<file path="config.mk">
export PLATFORM = sky130hd
export DESIGN_NAME = tremaux_maze_step_unit
export DESIGN_NICKNAME = d
export VERILOG_FILES = /design/src/hdl/tms_pkg.sv /design/src/hdl/tms_ram.sv /design/src/hdl/tms_search.sv /design/src/hdl/tremaux_maze_step_unit.sv
export SDC_FILE = /design/constraint.sdc
export NUM_CORES = 2
export LEC_CHECK = 0
export BUFFER_PORTS_ARGS = -buffer_cell sky130_fd_sc_hd__buf_2
export CAP_MARGIN = 20
export CORE_MARGIN = 4
export CORE_UTILIZATION = 60
export DETAILED_ROUTE_END_ITERATION = 8
export PLACE_DENSITY_LB_ADDON = 0.15
export SLEW_MARGIN = 20
export SYNTH_ARGS = -nofsm -noshare
export SYNTH_HDL_FRONTEND = slang
export SYNTH_SLANG_ARGS = --single-unit
</file>
<file path="constraint.sdc">
create_clock -name clk -period 25.7 [get_ports clk]
set_input_delay 5.14 -clock clk [delete_from_list [all_inputs] [get_ports clk]]
set_output_delay 5.14 -clock clk [all_outputs]
set_load 0.01 [all_outputs]
</file>
<file path="src/hdl/tms_pkg.sv">
// ----------------------------------------------------------------------------
// tms_pkg
// Shared types, constants and mark helpers for the maze step unit.
// ----------------------------------------------------------------------------
package tms_pkg;

	typedef logic [1:0]  dir_t;
	typedef logic [3:0]  mark_t;
	typedef logic [15:0] cell_marks_t;   // four marks per cell, dir d at [4d+3:4d]

	localparam dir_t DIR_NORTH = 2'd0;
	localparam dir_t DIR_EAST  = 2'd1;
	localparam dir_t DIR_SOUTH = 2'd2;
	localparam dir_t DIR_WEST  = 2'd3;

	localparam dir_t TURN_RIGHT = 2'd1;
	localparam dir_t TURN_BACK  = 2'd2;
	localparam dir_t TURN_LEFT  = 2'd3;

	localparam mark_t WALL_MARK = 4'd8;
	localparam mark_t MARK_MAX  = 4'd15;
	localparam mark_t MARK_ONE  = 4'd1;
	localparam mark_t MARK_ZERO = 4'd0;

	// mark sums that mean a first visit
	localparam logic [5:0] FIRST_SUM_A = 6'd1;
	localparam logic [5:0] FIRST_SUM_B = 6'd9;

	localparam logic [1:0] WALLS_ONE   = 2'd1;
	localparam logic [1:0] WALLS_TWO   = 2'd2;
	localparam logic [1:0] WALLS_THREE = 2'd3;

	localparam logic [1:0] LAST_STEP = 2'd3;

	// search unit control and result
	typedef struct packed {
		logic       step;
		logic [1:0] idx;
	} srch_ctl_t;

	typedef struct packed {
		logic found;
		dir_t zero_dir;
		dir_t best_dir;
	} srch_res_t;

	function automatic mark_t get_mark(input cell_marks_t w, input dir_t d);
		get_mark = w[{d, 2'b00} +: 4];
	endfunction

	function automatic cell_marks_t set_mark(input cell_marks_t w, input dir_t d,
		input mark_t m);
		cell_marks_t r;
		r = w;
		r[{d, 2'b00} +: 4] = m;
		set_mark = r;
	endfunction

	function automatic mark_t sat_inc(input mark_t m);
		sat_inc = (m == MARK_MAX) ? MARK_MAX : m + 4'd1;
	endfunction

endpackage

</file>
<file path="src/hdl/tms_ram.sv">
// ----------------------------------------------------------------------------
// tms_ram
// Generic single-write, single-read RAM with registered read data.
// ----------------------------------------------------------------------------
module tms_ram #(
	parameter int WIDTH = 16,
	parameter int DEPTH = 256,
	localparam int AW = (DEPTH > 1) ? $clog2(DEPTH) : 1
) (
	input  logic             clk,
	input  logic             we,
	input  logic [AW-1:0]    waddr,
	input  logic [WIDTH-1:0] wdata,
	input  logic [AW-1:0]    raddr,
	output logic [WIDTH-1:0] rdata
);

	logic [WIDTH-1:0] mem_q [DEPTH];

	always_ff @(posedge clk) begin
		if (we) begin
			mem_q[waddr] <= wdata;
		end
		rdata <= mem_q[raddr];
	end

endmodule

</file>
<file path="src/hdl/tms_search.sv">
// ----------------------------------------------------------------------------
// tms_search
// Shared compare unit: one direction per step, tracks the first zero mark
// from the pick and the least-marked direction (lowest index wins).
// ----------------------------------------------------------------------------
module tms_search import tms_pkg::*; (
	input  logic        clk,
	input  logic        arst_n,
	input  srch_ctl_t   ctl,
	input  cell_marks_t marks,
	input  dir_t        pick,
	output srch_res_t   res
);

	dir_t  cand;
	mark_t cand_m;
	mark_t idx_m;

	logic  found_q;
	dir_t  zero_dir_q;
	dir_t  best_dir_q;
	mark_t best_val_q;

	assign cand   = pick + ctl.idx;
	assign cand_m = get_mark(marks, cand);
	assign idx_m  = get_mark(marks, ctl.idx);

	always_ff @(posedge clk or negedge arst_n) begin
		if (!arst_n) begin
			found_q <= 1'b0;
		end else if (ctl.step) begin
			if (ctl.idx == 2'd0) begin
				found_q <= (cand_m == MARK_ZERO);
			end else if (cand_m == MARK_ZERO) begin
				found_q <= 1'b1;
			end
		end
	end

	always_ff @(posedge clk) begin
		if (ctl.step) begin
			if (ctl.idx == 2'd0) begin
				zero_dir_q <= cand;
				best_dir_q <= DIR_NORTH;
				best_val_q <= idx_m;
			end else begin
				if (!found_q && cand_m == MARK_ZERO) begin
					zero_dir_q <= cand;
				end
				if (idx_m < best_val_q) begin
					best_dir_q <= ctl.idx;
					best_val_q <= idx_m;
				end
			end
		end
	end

	assign res.found    = found_q;
	assign res.zero_dir = zero_dir_q;
	assign res.best_dir = best_dir_q;

endmodule

</file>
<file path="src/hdl/tremaux_maze_step_unit.sv">
// ----------------------------------------------------------------------------
// tremaux_maze_step_unit
// Tremaux exploration step: reads the current cell's marks, updates them,
// picks an exit, moves one cell and reports the move.
// ----------------------------------------------------------------------------
//
//  channel  | handshake           | payload
//  ---------+---------------------+----------------------------------------------
//  command  | start / busy        | wall_ahead, wall_on_left, wall_on_right,
//           |                     | random_pick
//  result   | done (1-cycle pulse)| quarter_turns, new_heading, new_col, new_row,
//           |                     | wall_total, at_goal
//
// An item is taken when start is high and busy is low. Busy then stays high
// through one RAM read, one load/modify of the cell's marks, four steps of
// the shared compare unit (one direction each) and one write-back (skipped
// with two or three walls). done pulses the cycle after; the next item can
// be taken that cycle. After reset busy is high while the mark RAM is
// cleared one cell per cycle. The receiver cannot stall results.
//
module tremaux_maze_step_unit import tms_pkg::*; #(
	parameter int MAZE_WIDTH  = 16,
	parameter int MAZE_HEIGHT = 16
) (
	input  logic       clk,
	input  logic       arst_n,
	input  logic       start,
	output logic       busy,
	input  logic       wall_ahead,
	input  logic       wall_on_left,
	input  logic       wall_on_right,
	input  logic [1:0] random_pick,
	output logic       done,
	output logic [1:0] quarter_turns,
	output logic [1:0] new_heading,
	output logic [3:0] new_col,
	output logic [3:0] new_row,
	output logic [1:0] wall_total,
	output logic       at_goal
);

	localparam int CW     = $clog2(MAZE_WIDTH);
	localparam int RW     = $clog2(MAZE_HEIGHT);
	localparam int CELLS  = MAZE_WIDTH * MAZE_HEIGHT;
	localparam int AW     = $clog2(CELLS);
	localparam int HALF_W = MAZE_WIDTH / 2;
	localparam int HALF_H = MAZE_HEIGHT / 2;

	typedef enum logic [5:0] {
		ST_CLEAR  = 6'b000001,
		ST_IDLE   = 6'b000010,
		ST_READ   = 6'b000100,
		ST_LOAD   = 6'b001000,
		ST_SEARCH = 6'b010000,
		ST_DONE   = 6'b100000
	} state_t;

	state_t state_q;
	logic [AW-1:0] clr_cnt_q;
	logic [1:0]    idx_q;

	// position / heading
	logic [CW-1:0] pos_col_q;
	logic [RW-1:0] pos_row_q;
	dir_t          heading_q;

	// latched command; the right wall only counts toward the wall total,
	// since with one wall it is the case left when ahead and left are clear
	logic       fa_q, fl_q;
	dir_t       pick_q;
	logic [1:0] walls_q;

	cell_marks_t marks_q;

	// result registers
	logic       done_q;
	logic [1:0] turns_q;
	dir_t       hdg_out_q;
	logic [3:0] col_out_q;
	logic [3:0] row_out_q;
	logic [1:0] walls_out_q;
	logic       goal_q;

	// RAM
	logic          ram_we;
	logic [AW-1:0] ram_waddr;
	cell_marks_t   ram_wdata;
	logic [AW-1:0] cell_addr;
	cell_marks_t   ram_rdata;

	srch_ctl_t s_ctl;
	srch_res_t s_res;

	// per-step combinational
	cell_marks_t load_word;
	dir_t        back_dir;
	dir_t        wall_dir;
	logic [5:0]  mark_sum;
	dir_t        tremaux_exit;
	dir_t        next_hdg;
	logic [CW-1:0] next_col;
	logic [RW-1:0] next_row;
	logic [CW+3:0] col_ext;
	logic [RW+3:0] row_ext;
	logic [CW:0]   col_cmp;
	logic [RW:0]   row_cmp;
	logic          goal_c;
	logic          accept;

	assign accept = start && (state_q == ST_IDLE);
	assign busy   = (state_q != ST_IDLE);

	assign cell_addr = AW'(pos_col_q) * AW'(MAZE_HEIGHT) + AW'(pos_row_q);
	assign back_dir  = heading_q + TURN_BACK;

	// walled direction relative to heading
	always_comb begin
		if (fa_q) begin
			wall_dir = heading_q;
		end else if (fl_q) begin
			wall_dir = heading_q + TURN_LEFT;
		end else begin
			wall_dir = heading_q + TURN_RIGHT;
		end
	end

	// entry marking: with one wall, the wall is set to 8; then the way back is bumped
	always_comb begin
		load_word = ram_rdata;
		if (walls_q == WALLS_ONE) begin
			load_word = set_mark(load_word, wall_dir, WALL_MARK);
		end
		load_word = set_mark(load_word, back_dir,
			sat_inc(get_mark(load_word, back_dir)));
	end

	assign mark_sum = 6'(get_mark(marks_q, DIR_NORTH)) + 6'(get_mark(marks_q, DIR_EAST))
		+ 6'(get_mark(marks_q, DIR_SOUTH)) + 6'(get_mark(marks_q, DIR_WEST));

	// exit choice
	always_comb begin
		if (mark_sum == FIRST_SUM_A || mark_sum == FIRST_SUM_B) begin
			tremaux_exit = s_res.found ? s_res.zero_dir : s_res.best_dir;
		end else if (get_mark(marks_q, heading_q) == MARK_ONE
			&& get_mark(marks_q, back_dir) == MARK_ONE) begin
			tremaux_exit = back_dir;
		end else begin
			tremaux_exit = s_res.best_dir;
		end
	end

	always_comb begin
		case (walls_q)
			WALLS_THREE: next_hdg = back_dir;
			WALLS_TWO: begin
				if (!fa_q) begin
					next_hdg = heading_q;          // side walls only: straight on
				end else if (fl_q) begin
					next_hdg = heading_q + TURN_RIGHT;
				end else begin
					next_hdg = heading_q + TURN_LEFT;
				end
			end
			default: next_hdg = tremaux_exit;
		endcase
	end

	// one-cell move with wrap
	always_comb begin
		next_col = pos_col_q;
		next_row = pos_row_q;
		case (next_hdg)
			DIR_NORTH: next_row = (pos_row_q == RW'(MAZE_HEIGHT - 1)) ? '0 : pos_row_q + 1'b1;
			DIR_EAST:  next_col = (pos_col_q == CW'(MAZE_WIDTH - 1)) ? '0 : pos_col_q + 1'b1;
			DIR_SOUTH: next_row = (pos_row_q == '0) ? RW'(MAZE_HEIGHT - 1) : pos_row_q - 1'b1;
			default:   next_col = (pos_col_q == '0) ? CW'(MAZE_WIDTH - 1) : pos_col_q - 1'b1;
		endcase
	end

	assign col_ext = {4'b0000, next_col};
	assign row_ext = {4'b0000, next_row};
	assign col_cmp = {1'b0, next_col};
	assign row_cmp = {1'b0, next_row};
	assign goal_c  = (col_cmp == (CW+1)'(HALF_W) || col_cmp + 1'b1 == (CW+1)'(HALF_W))
		&& (row_cmp == (RW+1)'(HALF_H) || row_cmp + 1'b1 == (RW+1)'(HALF_H));

	// RAM port: clearing pass, or write-back of the marked cell
	always_comb begin
		ram_we    = 1'b0;
		ram_waddr = cell_addr;
		ram_wdata = set_mark(marks_q, tremaux_exit,
			sat_inc(get_mark(marks_q, tremaux_exit)));
		if (state_q == ST_CLEAR) begin
			ram_we    = 1'b1;
			ram_waddr = clr_cnt_q;
			ram_wdata = '0;
		end else if (state_q == ST_DONE && walls_q != WALLS_TWO
			&& walls_q != WALLS_THREE) begin
			ram_we = 1'b1;
		end
	end

	tms_ram #(
		.WIDTH($bits(cell_marks_t)),
		.DEPTH(CELLS)
	) u_marks (
		.clk   (clk),
		.we    (ram_we),
		.waddr (ram_waddr),
		.wdata (ram_wdata),
		.raddr (cell_addr),
		.rdata (ram_rdata)
	);

	assign s_ctl.step = (state_q == ST_SEARCH);
	assign s_ctl.idx  = idx_q;

	tms_search u_search (
		.clk    (clk),
		.arst_n (arst_n),
		.ctl    (s_ctl),
		.marks  (marks_q),
		.pick   (pick_q),
		.res    (s_res)
	);

	// sequencer
	always_ff @(posedge clk or negedge arst_n) begin
		if (!arst_n) begin
			state_q   <= ST_CLEAR;
			clr_cnt_q <= '0;
			idx_q     <= '0;
			pos_col_q <= '0;
			pos_row_q <= '0;
			heading_q <= DIR_NORTH;
			done_q    <= 1'b0;
		end else begin
			done_q <= 1'b0;
			case (state_q)
				ST_CLEAR: begin
					clr_cnt_q <= clr_cnt_q + 1'b1;
					if (clr_cnt_q == AW'(CELLS - 1)) begin
						state_q <= ST_IDLE;
					end
				end
				ST_IDLE: begin
					if (accept) begin
						state_q <= ST_READ;
					end
				end
				ST_READ: state_q <= ST_LOAD;
				ST_LOAD: begin
					idx_q   <= '0;
					state_q <= ST_SEARCH;
				end
				ST_SEARCH: begin
					idx_q <= idx_q + 1'b1;
					if (idx_q == LAST_STEP) begin
						state_q <= ST_DONE;
					end
				end
				ST_DONE: begin
					pos_col_q <= next_col;
					pos_row_q <= next_row;
					heading_q <= next_hdg;
					done_q    <= 1'b1;
					state_q   <= ST_IDLE;
				end
				default: state_q <= ST_IDLE;
			endcase
		end
	end

	// payload
	always_ff @(posedge clk) begin
		if (accept) begin
			fa_q    <= wall_ahead;
			fl_q    <= wall_on_left;
			pick_q  <= random_pick;
			walls_q <= 2'(wall_ahead) + 2'(wall_on_left) + 2'(wall_on_right);
		end
		if (state_q == ST_LOAD) begin
			marks_q <= load_word;
		end
		if (state_q == ST_DONE) begin
			turns_q     <= next_hdg - heading_q;
			hdg_out_q   <= next_hdg;
			col_out_q   <= col_ext[3:0];
			row_out_q   <= row_ext[3:0];
			walls_out_q <= walls_q;
			goal_q      <= goal_c;
		end
	end

	assign done          = done_q;
	assign quarter_turns = turns_q;
	assign new_heading   = hdg_out_q;
	assign new_col       = col_out_q;
	assign new_row       = row_out_q;
	assign wall_total    = walls_out_q;
	assign at_goal       = goal_q;

endmodule

</file>
==> Word-level counts from Yosys, hierarchy flattened <==
Memories as Yosys holds them, arrays and structs flattened. A register that Yosys moved wholly into a read port is not among the register bits.
Cells that the tools add are included.
{ "classes": {"order_cmp": 1, "n_mux": 39, "n_shift": 12, "n_eq_ne": 31, "addsub": 24, "reduce_logical": 24} }
{ "op_table": {"columns": ["operator", "count"], "rows": [
  ["$shiftx 16x5->4", 6],
  ["$bwmux 16", 3],
  ["$shift 4x6->16 const A", 3],
  ["$mux 16", 2],
  ["$mux 4", 8],
  ["$shiftx 4x6->16", 2],
  ["$pmux 6 s5", 1],
  ["$eq 4x4->1 const B", 6],
  ["$mux 2", 10],
  ["$mux 6", 3],
  ["$neg 4->6", 3],
  ["$add 4x1->4 const B", 4],
  ["$pmux 4 s2", 2],
  ["$shiftx 4x6->16 const A", 1],
  ["$eq 6x1->1 const B", 2],
  ["$eq 6x4->1 const B", 2],
  ["$logic_not 4->1", 3],
  ["$add 4x1->5 const B", 2],
  ["$eq 5x4->1 const B", 2],
  ["$add 8x1->8 const B", 1],
  ["$add 8x4->8", 1],
  ["$eq 2x2->1 const B", 4],
  ["$eq 4x1->1 const B", 2],
  ["$eq 8x8->1 const B", 1],
  ["30 further kinds", 57]
]} }
{ "word_totals": {"ram_bits": 4096, "inputBits": 8, "elab_cells": 154, "register_bits": 73, "memories": 1, "output_inout_bits": 17} }
{ "memory_table": {"columns": ["name", "depth", "width", "rd", "rd_clocked_by_memory_dff", "wr", "line", "source"], "rows": [
  ["u_marks.mem_q", 256, 16, 1, 1, 1, "tms_ram.sv:18", "logic [WIDTH-1:0] mem_q [DEPTH];"]
]} }

==> Longest topological paths before layout <==
{ "logic_depth": {"ltp_word": 14, "mapped_depth": 19, "mapped_depth_nobuf": 17} }

==> Hierarchy <==
A second synthesis with hierarchy kept.
{ "unflattened": {"hier_cells": 7877, "area_unflattened_um2": 163835.9} }
{ "by_module_without_submodules": {"columns": ["module", "cells_per_inst", "area_per_inst_um2", "seq_area_each_um2", "n_inst"], "rows": [
  ["tms_ram", 7360, 158714.7, 123318.3, 1],
  ["tremaux_maze_step_unit", 472, 4521.8, 1788.0, 1],
  ["tms_search", 45, 599.3, 265.3, 1]
]} }

==> Least setup slack after synthesis <==
OpenSTA, ideal clock, no wires.
{ "synth_path": {"path_kind": "flip-flop to flip-flop", "from": "register marks_q[1]", "to": "memory u_marks.mem_q[0][3], data pin", "stages_incl_launch_ff": 18, "period_less_slack_ns": 21.438, "t_arrival_ns": 18.476, "n_path_buf": 2, "slack_ns": 4.262, "setup_time_ns": 2.961, "required_ns": 22.739, "path_cell_list": "edfxtp_1 -> fa_1 -> fa_1 -> ha_1 -> inv_1 -> fa_1 -> and4b_1 -> clkbuf_1 -> a21oi_2 -> or4_1 -> buf_6 -> inv_6 -> mux2_2 -> inv_1 -> ha_1 -> nand2b_1 -> mux2i_1 -> o41ai_1"} }
{ "synth_via": {"elab_chain_cells": 12, "elab_cells_between_ends": 22, "classes_between": "add/sub (5); eq/ne (5); shift (5); mux (5); reduce/logical (2)"} }
{ "synth_lines": {"columns": ["element", "line", "source"], "rows": [
  ["from (decl)", "tremaux_maze_step_unit.sv:73", "cell_marks_t marks_q;"],
  ["from (signal assigned)", "tremaux_maze_step_unit.sv:283", "marks_q <= load_word;"],
  ["$add 4x4->5", "tremaux_maze_step_unit.sv:137", "assign mark_sum = 6'(get_mark(marks_q, DIR_NORTH)) + 6'(get_mark(marks_q, DIR_EAST))"],
  ["$add 5x4->6", "tremaux_maze_step_unit.sv:138", "+ 6'(get_mark(marks_q, DIR_SOUTH)) + 6'(get_mark(marks_q, DIR_WEST));"],
  ["$add 6x4->6", "tremaux_maze_step_unit.sv:138", null],
  ["$eq 6x1->1 or $eq 6x4->1 (tied branches)", "tremaux_maze_step_unit.sv:142", "if (mark_sum == FIRST_SUM_A || mark_sum == FIRST_SUM_B) begin"],
  ["$logic_or 1x1->1", "tremaux_maze_step_unit.sv:142", null],
  ["$mux 2", "tremaux_maze_step_unit.sv:142", null],
  ["$shiftx 16x5->4", "tms_pkg.sv:48", "get_mark = w[{d, 2'b00} +: 4];"],
  ["$add 4x1->4 or $eq 4x4->1 (tied branches)", "tms_pkg.sv:60", "sat_inc = (m == MARK_MAX) ? MARK_MAX : m + 4'd1;"],
  ["$mux 4", "tms_pkg.sv:60", null],
  ["$shiftx 4x6->16", "tms_pkg.sv:55", "r[{d, 2'b00} +: 4] = m;"],
  ["$bwmux 16 (*)", "tms_pkg.sv:55", null],
  ["$mux 16 (*)", "tremaux_maze_step_unit.sv:193", "if (state_q == ST_CLEAR) begin"],
  ["named net ram_wdata[3]", "tremaux_maze_step_unit.sv:87", "cell_marks_t ram_wdata;"],
  ["to (decl)", "tms_ram.sv:18", null]
]} }
Mark *: on every way through the listed nets, which the timed path passes. The rest lies on a longest branch.

==> Worst setup path after layout <==
{ "layout_path": {"from": "register marks_q[0]", "to": "memory u_marks.mem_q[199][12], data pin"} }
Same word-level chain as after synthesis.

==> reports/metrics.cfg <==
[worst_setup_path]
slowest_delay_ns = 0.80
critPathKind = flop to flop
worst_setup_path_end_kind = flop
crit_top_cell = fa_1
worstPathRequired_ns = 26.29
cp.arrival_ns = 8.01
cp_slowest_cell = buf_4
path_max_fanout = 96
start_kind = flop
worstPathCellList = fa_1 -> fa_1 -> ha_1 -> inv_1 -> fa_1 -> and4b_1 -> a21oi_2 -> or4_1 -> inv_6 -> mux2_2 -> inv_1 -> ha_1 -> a31o_2 -> a22oi_1 -> nor2_4 -> buf_4 -> buf_4

[sta]
tightest_slew_ns = 1.18
period_share = 0.289
final_max_slew_viol_count = 0
finalHoldViolCount = 0
rsz0062_at_grt = no
fmaxAchievable_mhz = 135
period_needed_ns = 7.42
finalSetupTns_ns = 0
setup_slack_ns = 18.28
slew_headroom = 0.214
setup_viol = 0
skew_ns = 0.0429

[power_and_ir_drop]
p_leak_nw = 55.3
ir_drop_uv = 60.7
p_per_area_nw_per_um2 = 76.0
finalPower_mw = 13.8

[floorplan]
die_height_um = 527
rows = 190
die_area_sq_um = 278000
fp.dieW_um = 527
core-area_sq_um = 268000
start_util = 0.603
ios = 25

[clocking]
clk_pin_slew_ns = 0.06
clockBufferDepth = 4
htreeDepth = 5
post_cts_resized = 0
cts-buffers-inserted = 408
root_buffer = clkbuf_16
cts_setup_buffers = 0
cts_hold_buf = 0
worstSkewPairLatency_ns = 0.95
clock_sinks = 4185
cts_tree = done

[global_routing]
grt_max_degree = 257
overflow = 0
grt_antenna_before_repair = 19
grt_pass1_wl_um = 569000
grt_pass1_vias = 74700
grtUsageTotal = 0.290

[synthesis]
synthFlopType = edfxtp_1
syn_area_sq_um = 162000
synth_top_area_cell = edfxtp_1
synth_commonest_cells = edfxtp_1 (4,141), mux4_2 (1,360), nor2_1 (300), clkbuf_1 (196), buf_2 (97)
synthDistinctLibCells = 77
ys_seq_area_frac = 0.775
synth_top_area_frac = 0.769
yosysMostFrequentCell = edfxtp_1
yosys_warnings = 0
async_flop_share = 0.00669
synth_area_per_cell_sq_um = 24.3
syn-instance-count = 6646
synth_nets = 6690
ys_ff_latch = 4185
netlist_top_cells_area = edfxtp_1 (77%), mux4_2 (19%), nor2_1 (0.70%)
synth_edf_count = 4141

[route]
dr_wl_met3_um = 44000
vias = 76000
top_layer = met5
post_drt_wl_per_cell_um = 36.2
met1_length_um = 153000
postRouteAntennaNets = 0
dr.pass1.iters = 6
routed_via_density = 6.90
wl_met2_um = 187000
post-route-drc-count = 0
drt_iter0_drc = 10900
wl_um = 399000

[final_layout]
syn_to_final_growth_pct = 12.2
nets = 7138
fin_util = 0.677
layout-drive-gt1-share = 0.332

[placement]
dp_hpwl_um = 226000
dp_worst_setup_slack_ns = 18.16
gp_congestion = 0.877
io_buffers = 24

[worst_hold_path]
min_path_type = flop to flop

[status]
outcome = finished, final reports clean

[job]
maxCapViolations = 0

## cell type report
class                   instances  area [sq um]
repair buffers                402          3260
diodes                         17          42.5
inverters                      36           151
clock buffers                 495         10700
clock inverters               260          2330
fillers                     16300         86700
multi-input cells            2061         35100
well taps                    3552          4440
flip-flops and latches       4185        125000
## critical path, delay by kind of cell, from the launching register on
family	cells	cell delay [ns]
AOI/OAI and AO/OA	3	0.43
adders and majority gates	5	1.99
buffers and inverters	5	1.80
DFF	1	0.52
muxes	1	0.36
and+or+nand+nor	3	1.68
## sequential cells by signal, indices dropped and copies added, names as in the netlist
| signal | count |
|---|---|
| u_marks.mem_q | 4096 |
| marks_q | 16 |
| u_marks.rdata | 16 |
| clr_cnt_q | 8 |
| state_q | 6 |
| new_col | 4 |
| new_row | 4 |
| pos_col_q | 4 |
| pos_row_q | 4 |
| u_search.best_val_q | 4 |
| heading_q | 2 |
| idx_q | 2 |
| new_heading | 2 |
| pick_q | 2 |
| quarter_turns | 2 |
| u_search.best_dir_q | 2 |
| u_search.zero_dir_q | 2 |
| wall_total | 2 |
| walls_q | 2 |
| at_goal | 1 |
| done | 1 |
| fa_q | 1 |
| fl_q | 1 |
| u_search.found_q | 1 |
## cell families after synthesis
logic type	share of synthesized area
DFF	0.775
buffers and inverters	0.0104
xor gates and xnor gates	0.00108
and+or+nand+nor	0.0129
AOI/OAI and AO/OA	0.00602
muxes	0.191
adders and majority gates	0.00320
## placed cells by master, fill, tap and decap left out, drive strengths merged, types with 14 or more instances in the layout
cell    synthesis  routed
a21oi          36      36
buf           168     402
bufinv          0      38
clkbuf        196     495
clkinv          1     203
dfrtp          27      27
dfxtp          16      16
diode           0      17
edfxtp       4141    4141
ha             27      27
inv            35      48
mux2i          26      26
mux4         1360    1360
nand2          77      77
nand3          23      23
nand3b         14      14
nor2          301     301
o21ai          30      30
xnor2          18      18
## per-layer routing
metal | vias to the layer above | global-route usage
li1 | 29600 | -
met1 | 41100 | 0.437
met2 | 4584 | 0.433
met3 | 638 | 0.0656
met4 | 12 | 0.0949
met5 | - | 0
## power by group
part	switching (mW)	total [mW]	leakage, nW	internal (mW)
combinational	0.265	0.316	11.0	0.0507
sequential	0.0131	7.63	37.8	7.62
clock	2.50	5.85	6.44	3.35
## per-stage QoR
stage               instances  cell area, sq um  hold slack, ns
floorplan                6646            162000           0.424
global placement        10200            168000           0.475
detailed placement      10200            168000           0.494
CTS                     11000            181000           0.501
global route            11000            181000           0.524
finish                  11000            181000           0.505
## final timing paths
kind	cells after the start	end	from	slack, ns
hold / removal	1	state_q[3]	state_q[3]	0.50
setup / recovery	17	u_marks.mem_q[199][12]	marks_q[0]	18.28
min in group asynchronous	1	state_q[2]	arst_n	4.30
hold reg to reg	1	state_q[3]	state_q[3]	0.50
setup reg to reg	17	u_marks.mem_q[199][12]	marks_q[0]	18.28
max in group asynchronous	1	pos_col_q[0]	arst_n	20.79
(Power assumes the default switching activity.)
